`src/rtl/nlp_pkg.sv`:
```
`default_nettype none

package nlp_pkg;

    // sequence capacity and derived widths
    localparam int MAX_LEN = 16;
    localparam int ELEM_W  = 8;
    localparam int IDX_W   = (MAX_LEN > 1) ? $clog2(MAX_LEN) : 1;
    localparam int LEN_W   = $clog2(MAX_LEN + 1);
    localparam int ADDR_W  = IDX_W + 1;

    typedef logic [ELEM_W-1:0] t_elem;
    typedef logic [IDX_W-1:0]  t_idx;
    typedef logic [LEN_W-1:0]  t_len;
    typedef logic [ADDR_W-1:0] t_addr;

    // operation codes carried in s_axis_tuser
    localparam logic OP_LOAD    = 1'b0;
    localparam logic OP_ADVANCE = 1'b1;

endpackage

`default_nettype wire

```
`src/rtl/next_lex_permutation.sv`:
```
`default_nettype none

// Channel   Dir  tdata          tuser        tlast
// s_axis    in   element_in     operation    load_last
// m_axis    out  element_out    exhausted    run_last
//
// An advance scans for the pivot, then for its swap partner, then emits the
// result. The single read port of the two-bank element memory means each
// step reads one element.
// Synchronous active-low reset clears length, bank select and handshake state;
// the element memory is not cleared. Output stalls hold the emission pipeline.

module next_lex_permutation (
    input  wire        i_clk,
    input  wire        i_rst_n,
    input  wire        s_axis_tvalid,
    output logic       s_axis_tready,
    input  wire  [7:0] s_axis_tdata,   // [7:0] element_in
    input  wire        s_axis_tuser,   // [0] operation
    input  wire        s_axis_tlast,   // load_last
    output logic       m_axis_tvalid,
    input  wire        m_axis_tready,
    output logic [7:0] m_axis_tdata,   // [7:0] element_out
    output logic       m_axis_tuser,   // [0] exhausted
    output logic       m_axis_tlast    // run_last
);

    typedef enum logic [2:0] {
        S_IDLE,
        S_PSCAN,
        S_HSCAN,
        S_EMIT,
        S_EXH
    } t_state;

    localparam int SUM_W = nlp_pkg::LEN_W + 1;
    typedef logic [SUM_W-1:0] t_sum;

    // element memory: two banks, the active one holds the sequence
    nlp_pkg::t_elem r_mem [2*nlp_pkg::MAX_LEN];
    nlp_pkg::t_elem r_rdata;

    t_state         r_state, n_state;
    nlp_pkg::t_len  r_len, n_len;
    logic           r_closed, n_closed;
    logic           r_bank, n_bank;
    logic           r_first, n_first;
    nlp_pkg::t_idx  r_addr, n_addr;
    nlp_pkg::t_elem r_right, n_right;
    nlp_pkg::t_idx  r_piv, n_piv;
    nlp_pkg::t_elem r_pv, n_pv;
    nlp_pkg::t_idx  r_hi, n_hi;
    nlp_pkg::t_elem r_hv, n_hv;
    nlp_pkg::t_len  r_ek, n_ek;
    logic           r_pend, n_pend;
    nlp_pkg::t_idx  r_pk, n_pk;
    logic           r_psub_hv, n_psub_hv;
    logic           r_psub_pv, n_psub_pv;
    logic           r_plast, n_plast;
    logic           r_ov, n_ov;
    nlp_pkg::t_elem r_od, n_od;
    logic           r_olast, n_olast;
    logic           r_oexh, n_oexh;

    logic           rd_en;
    nlp_pkg::t_idx  rd_idx;
    logic           wr_en;
    nlp_pkg::t_addr wr_addr;
    nlp_pkg::t_elem wr_data;

    logic           in_req;
    logic           out_free;
    logic           move;
    nlp_pkg::t_len  load_base;
    nlp_pkg::t_len  piv_len;
    t_sum           src_sum;
    nlp_pkg::t_idx  src_idx;
    nlp_pkg::t_elem move_val;

    assign s_axis_tready = (r_state == S_IDLE);
    assign in_req        = s_axis_tvalid && s_axis_tready;
    assign out_free      = !r_ov || m_axis_tready;
    assign move          = r_pend && out_free;
    assign load_base     = r_closed ? '0 : r_len;
    assign piv_len       = nlp_pkg::t_len'(r_piv);

    // source of result k: pivot+n-k inside the reversed suffix
    assign src_sum  = t_sum'(r_piv) + t_sum'(r_len) - t_sum'(r_ek);
    assign src_idx  = (r_ek > piv_len) ? src_sum[nlp_pkg::IDX_W-1:0]
                                       : r_ek[nlp_pkg::IDX_W-1:0];
    assign move_val = r_psub_hv ? r_hv : (r_psub_pv ? r_pv : r_rdata);

    assign m_axis_tvalid = r_ov;
    assign m_axis_tdata  = r_od;
    assign m_axis_tlast  = r_olast;
    assign m_axis_tuser  = r_oexh;

    // sequencer
    always_comb begin
        n_state   = r_state;
        n_len     = r_len;
        n_closed  = r_closed;
        n_bank    = r_bank;
        n_first   = r_first;
        n_addr    = r_addr;
        n_right   = r_right;
        n_piv     = r_piv;
        n_pv      = r_pv;
        n_hi      = r_hi;
        n_hv      = r_hv;
        n_ek      = r_ek;
        n_pend    = r_pend;
        n_pk      = r_pk;
        n_psub_hv = r_psub_hv;
        n_psub_pv = r_psub_pv;
        n_plast   = r_plast;
        n_ov      = r_ov && !m_axis_tready;
        n_od      = r_od;
        n_olast   = r_olast;
        n_oexh    = r_oexh;
        rd_en     = 1'b0;
        rd_idx    = r_addr;
        wr_en     = 1'b0;
        wr_addr   = {r_bank, load_base[nlp_pkg::IDX_W-1:0]};
        wr_data   = s_axis_tdata;

        unique case (r_state)
            S_IDLE: begin
                if (in_req && s_axis_tuser == nlp_pkg::OP_LOAD) begin
                    // append one element, drop beyond capacity
                    n_closed = s_axis_tlast;
                    if (load_base < nlp_pkg::t_len'(nlp_pkg::MAX_LEN)) begin
                        wr_en = 1'b1;
                        n_len = load_base + 1'b1;
                    end else begin
                        n_len = load_base;
                    end
                end else if (in_req) begin
                    if (r_len < nlp_pkg::t_len'(2)) begin
                        n_state = S_EXH;
                    end else begin
                        // read the last element to open the pivot scan
                        rd_en   = 1'b1;
                        rd_idx  = nlp_pkg::t_idx'(r_len - 1'b1);
                        n_addr  = rd_idx;
                        n_first = 1'b1;
                        n_state = S_PSCAN;
                    end
                end
            end
            S_PSCAN: begin
                // r_rdata holds element r_addr, r_right element r_addr+1
                n_first = 1'b0;
                if (!r_first && r_rdata < r_right) begin
                    n_piv   = r_addr;
                    n_pv    = r_rdata;
                    rd_en   = 1'b1;
                    rd_idx  = nlp_pkg::t_idx'(r_len - 1'b1);
                    n_addr  = rd_idx;
                    n_state = S_HSCAN;
                end else if (r_addr == '0) begin
                    n_state = S_EXH;
                end else begin
                    n_right = r_rdata;
                    rd_en   = 1'b1;
                    rd_idx  = r_addr - 1'b1;
                    n_addr  = rd_idx;
                end
            end
            S_HSCAN: begin
                // rightmost element above the pivot value
                if (r_rdata > r_pv) begin
                    n_hi    = r_addr;
                    n_hv    = r_rdata;
                    n_ek    = '0;
                    n_pend  = 1'b0;
                    n_state = S_EMIT;
                end else begin
                    rd_en  = 1'b1;
                    rd_idx = r_addr - 1'b1;
                    n_addr = rd_idx;
                end
            end
            S_EMIT: begin
                // stage two: result to output and into the other bank
                if (move) begin
                    wr_en   = 1'b1;
                    wr_addr = {~r_bank, r_pk};
                    wr_data = move_val;
                    n_ov    = 1'b1;
                    n_od    = move_val;
                    n_olast = r_plast;
                    n_oexh  = 1'b0;
                    n_pend  = 1'b0;
                    if (r_plast) begin
                        n_bank  = ~r_bank;
                        n_state = S_IDLE;
                    end
                end
                // stage one: read the source of the next result
                if (r_ek < r_len && (!r_pend || move)) begin
                    rd_en     = 1'b1;
                    rd_idx    = src_idx;
                    n_pend    = 1'b1;
                    n_pk      = r_ek[nlp_pkg::IDX_W-1:0];
                    n_psub_hv = (r_ek == piv_len);
                    n_psub_pv = (r_ek > piv_len) && (src_idx == r_hi);
                    n_plast   = (r_ek + 1'b1 == r_len);
                    n_ek      = r_ek + 1'b1;
                end
            end
            S_EXH: begin
                if (out_free) begin
                    n_ov    = 1'b1;
                    n_od    = '0;
                    n_olast = 1'b1;
                    n_oexh  = 1'b1;
                    n_state = S_IDLE;
                end
            end
            default: n_state = S_IDLE;
        endcase
    end

    // state and registered outputs
    always_ff @(posedge i_clk) begin
        if (!i_rst_n) begin
            r_state  <= S_IDLE;
            r_len    <= '0;
            r_closed <= 1'b1;
            r_bank   <= 1'b0;
            r_pend   <= 1'b0;
            r_ov     <= 1'b0;
        end else begin
            r_state  <= n_state;
            r_len    <= n_len;
            r_closed <= n_closed;
            r_bank   <= n_bank;
            r_pend   <= n_pend;
            r_ov     <= n_ov;
        end
        r_first   <= n_first;
        r_addr    <= n_addr;
        r_right   <= n_right;
        r_piv     <= n_piv;
        r_pv      <= n_pv;
        r_hi      <= n_hi;
        r_hv      <= n_hv;
        r_ek      <= n_ek;
        r_pk      <= n_pk;
        r_psub_hv <= n_psub_hv;
        r_psub_pv <= n_psub_pv;
        r_plast   <= n_plast;
        r_od      <= n_od;
        r_olast   <= n_olast;
        r_oexh    <= n_oexh;
    end

    // element memory, read data held while no read is issued
    always_ff @(posedge i_clk) begin
        if (wr_en) begin
            r_mem[wr_addr] <= wr_data;
        end
        if (rd_en) begin
            r_rdata <= r_mem[{r_bank, rd_idx}];
        end
    end

endmodule

`default_nettype wire

```
`config.mk`:
```
export PLATFORM = sky130hd
export DESIGN_NAME = next_lex_permutation
export DESIGN_NICKNAME = d
export VERILOG_FILES = /design/src/rtl/nlp_pkg.sv /design/src/rtl/next_lex_permutation.sv
export SDC_FILE = /design/constraint.sdc
export NUM_CORES = 1
export LEC_CHECK = 0
export ABC_AREA = 0
export BUFFER_PORTS_ARGS = -buffer_cell sky130_fd_sc_hd__buf_2
export CORE_ASPECT_RATIO = 0.8
export CORE_UTILIZATION = 63
export DETAILED_ROUTE_END_ITERATION = 7
export PLACE_DENSITY = 0.8
export SYNTH_ARGS = -nofsm -noshare
export SYNTH_HDL_FRONTEND = slang
export SYNTH_SLANG_ARGS = --single-unit
```
`constraint.sdc`:
```
create_clock -name i_clk -period 4.3 [get_ports i_clk]
set_clock_uncertainty 0.05 [all_clocks]
set_input_delay 0.43 -clock i_clk [delete_from_list [all_inputs] [get_ports i_clk]]
set_output_delay 0.43 -clock i_clk [all_outputs]
set_load 0.02 [all_outputs]
```
==> flow_metrics.env <==
export IMPL_grt_pass1_vias=11200
export IMPL_antenna_cells=0
export IMPL_p_leak_nw=6.23
export IMPL_cts_tree="done"
export IMPL_cap_viol_max_count=0
export IMPL_hold_class="in2reg"
export IMPL_cp_start_kind="flip-flop"
export IMPL_start_util=0.646
export IMPL_holdPathStages=3
export IMPL_cts_reportedPaths_clkPinSlew_ns=0.06
export IMPL_finalHoldViolCount=0
export IMPL_timing_critical_path_mode_cell="buf_4"
export IMPL_power_density_nw_per_um2=478
export IMPL_crit_arrival_ns=4.41
export IMPL_dieHeight_um=144
export IMPL_area_growth_pct=13.0
export IMPL_holdBufCountCts=0
export IMPL_rr_endpoint="r_rdata[2]$_DFFE_PP_"
export IMPL_timing_critical_path_to_type="flip-flop"
export IMPL_finalPower_mw=8.59
export IMPL_antenna_found_initial=1
export IMPL_violations="DRC"
export IMPL_relSlewSlack=0.235
export IMPL_ys_flop_type="edfxtp_1"
export IMPL_drv_slew=0
export IMPL_fin_util=0.731
export IMPL_hp_start="s_axis_tlast"
export IMPL_wire_per_inst_um=25.2
export IMPL_max_freq_mhz=242
export IMPL_synth_seq_cells=335
export IMPL_die_area_um2=25800
export IMPL_cp_slowest_cell="a2111oi_1"
export IMPL_cts_buffers=35
export IMPL_num_rows=51
export IMPL_portBuffers=25
export IMPL_h_tree_depth=2
export IMPL_min_to="r_closed$_SDFFE_PN1P_"
export IMPL_dp_worst_setup_slack_ns=-0.173
export IMPL_ant_nets=0
export IMPL_hold_ws_ns=0.0827
export IMPL_ys_warn_count=0
export IMPL_gr_total_overflow=0
export IMPL_dr_pass1_iters=7
export IMPL_synth_nets=1387
export IMPL_vias_per_cell=6.98
export IMPL_insertion_delay_ns=0.52
export IMPL_die_w_um=180
export IMPL_drc=3
export IMPL_layout_nets=1431
export IMPL_rrSetupSlack_ns=0.17
export IMPL_routed_wirelength_um=43500
export IMPL_worstMarginPinSlew_ns=1.14
export IMPL_setup_viol=0
export IMPL_rr_startpoint="r_rdata[1]$_DFFE_PP_"
export IMPL_synth_cell_types=74
export IMPL_drive_gt1_frac=0.142
export IMPL_avgSynthCellArea_um2=11.9
export IMPL_vias=12000
export IMPL_cts_root_buffer="clkbuf_16"
export IMPL_core_area_um2=24600
export IMPL_period_share=0.960
export IMPL_crit_required_ns=4.58
export IMPL_finalWorstSetupSlack_ns=0.170
export IMPL_synth_async_sr_flop_share=0
export IMPL_drt_iter0_drc=1672
export IMPL_ctsLongestPathBuffers=3
export IMPL_peakVddDrop_v=0.000401
export IMPL_grt_max_degree=77
export IMPL_worstPathMaxFanout=18
export IMPL_synth_edf_count=323
export IMPL_period_needed_ns=4.13
export IMPL_critPathMaxStageDelay_ns=0.58
export IMPL_netlist_instances=1338
export IMPL_synth_area_um2=15900
export IMPL_clock_sinks=335
export IMPL_ys_seq_area_frac=0.626
export IMPL_io_pins=26
export IMPL_crit_chain="buf_4 -> ha_1 -> nor2b_1 -> o21ai_0 -> nand4bb_1 -> buf_4 -> nand2_1 -> nor2_1 -> a2111o_1 -> buf_4 -> a2111oi_1 -> o41ai_1 -> o31ai_1"
export IMPL_grtUsageTotal=0.341
export IMPL_dp_hpwl_um=28700
export IMPL_grt_pass1_wl_um=65900
export IMPL_path_class="reg2reg"
export IMPL_outcome="finished, violations left"
export IMPL_r2r_cells=13
export IMPL_gp_congestion=0.912
export IMPL_rsz0062_at_grt="no"
==> layout make-up <==
class                   instances  area (µm²)
flip-flops and latches        335        9940
fillers                      1552        6620
multi-input cells             849        5460
clock buffers                  40         895
repair buffers                109         881
well taps                     318         398
inverters                      52         195
clock inverters                21         176
==> power breakdown <==
part | switching [mW] | internal [mW]
logic | 1.30 | 0.744
registers | 0.0215 | 3.62
clock network | 1.23 | 1.67
total | 2.55 | 6.04
==> worst max path at each step <==
stage,endpoint,cells past startpoint,startpoint,slack [ns]
floorplan,r_rdata[4]$_DFFE_PP_,15,r_addr[1]$_DFFE_PP_,0.57
global placement,r_rdata[4]$_DFFE_PP_,13,r_rdata[2]$_DFFE_PP_,-0.06
detailed placement,r_rdata[4]$_DFFE_PP_,12,r_ek[1]$_SDFFCE_PP0P_,-0.17
CTS,r_rdata[1]$_DFFE_PP_,13,r_rdata[2]$_DFFE_PP_,0.03
global route,r_rdata[1]$_DFFE_PP_,14,r_rdata[5]$_DFFE_PP_,0.007
finish,r_rdata[2]$_DFFE_PP_,13,r_rdata[1]$_DFFE_PP_,0.17
==> flip-flops by register name, indices dropped and copies added, names as in the netlist, 5 cells and up <==
name,flops
r_pv,8
r_rdata,8
m_axis_tdata,8
r_right,8
r_len,5
r_ek,5
r_mem,256
r_hv,8
==> synth_stat cells (6+ instances only) <==
cell / number / area [µm²]
a2111oi_0: 24 / 210
a211o_1: 6 / 52.6
a211oi_1: 36 / 270
a21oi_1: 54 / 270
a221oi_1: 17 / 149
a31oi_1: 62 / 388
a32oi_1: 26 / 228
and2_1: 6 / 37.5
and3_1: 10 / 62.6
buf_2: 28 / 140
clkbuf_1: 68 / 255
dfxtp_1: 12 / 240
edfxtp_1: 323 / 9700
ha_1: 32 / 400
inv_1: 50 / 188
mux2i_1: 22 / 220
nand2_1: 115 / 432
nand2b_1: 32 / 200
nand3_1: 55 / 275
nand4_1: 6 / 37.5
nor2_1: 92 / 345
nor3_1: 41 / 205
nor4_1: 12 / 75.1
o21ai_0: 97 / 485
o21ai_1: 6 / 30.0
xnor2_1: 16 / 140
==> worst max-delay path: cells and delay by family, from the launching register on <==
kind / cells / cell delay, ns
DFF: 1 / 0.50
AOI/OAI and AO/OA: 5 / 1.54
buffers and inverters: 3 / 0.72
adders and majority gates: 1 / 0.31
and+or+nand+nor: 4 / 0.81
==> metrics by stage <==
step | cell area, µm² | std cells | TNS [ns]
finish | 17900 | 1724 | 0
global route | 17900 | 1724 | 0
CTS | 17900 | 1720 | 0
detailed placement | 16800 | 1659 | -0.240
global placement | 16800 | 1659 | -0.0613
floorplan | 15900 | 1338 | 0
==> layout by cell type (no fill, tap or decap), types with 13 or more instances in the layout <==
master / synthesis / layout
edfxtp_1: 323 / 323
nand2_1: 115 / 115
nor2_1: 92 / 90
o21ai_0: 97 / 89
buf_4: 1 / 74
a31oi_1: 62 / 61
nand3_1: 55 / 55
a21oi_1: 54 / 54
inv_1: 50 / 50
nor3_1: 41 / 41
a211oi_1: 36 / 36
clkbuf_16: 0 / 35
nand2b_1: 32 / 32
ha_1: 32 / 32
a32oi_1: 26 / 26
buf_2: 28 / 25
mux2i_1: 22 / 21
a221oi_1: 17 / 17
a2111oi_0: 24 / 17
xnor2_1: 16 / 16
clkinv_1: 2 / 13
==> logic make-up after synthesis <==
| group | after synthesis | share of synthesized area |
|---|---|---|
| AO/OA/AOI/OAI | 379 | 0.163 |
| XOR/XNOR | 20 | 0.0110 |
| adder cells (fa/ha/maj) | 35 | 0.0290 |
| buffers and inverters | 154 | 0.0398 |
| flip-flops | 335 | 0.626 |
| multiplexers | 23 | 0.0148 |
| AND/OR/NAND/NOR | 392 | 0.116 |
==> routing by layer <==
metal | vias to the layer above | global-route usage | part of all wire
li1 | 5234 | - | -
met1 | 5843 | 0.498 | 0.40
met2 | 853 | 0.506 | 0.43
met3 | 102 | 0.0869 | 0.14
met4 | 0 | 0.105 | 0.029
met5 | - | 0 | 0
==> what timing repair did <==
item,in CTS,in global routing
pin swaps,0,2
resized for setup,3,16
endpoints found under the setup margin,2,8
hold endpoints to repair,0,0
setup buffers,0,4
Power figures use the tool's default switching activity.
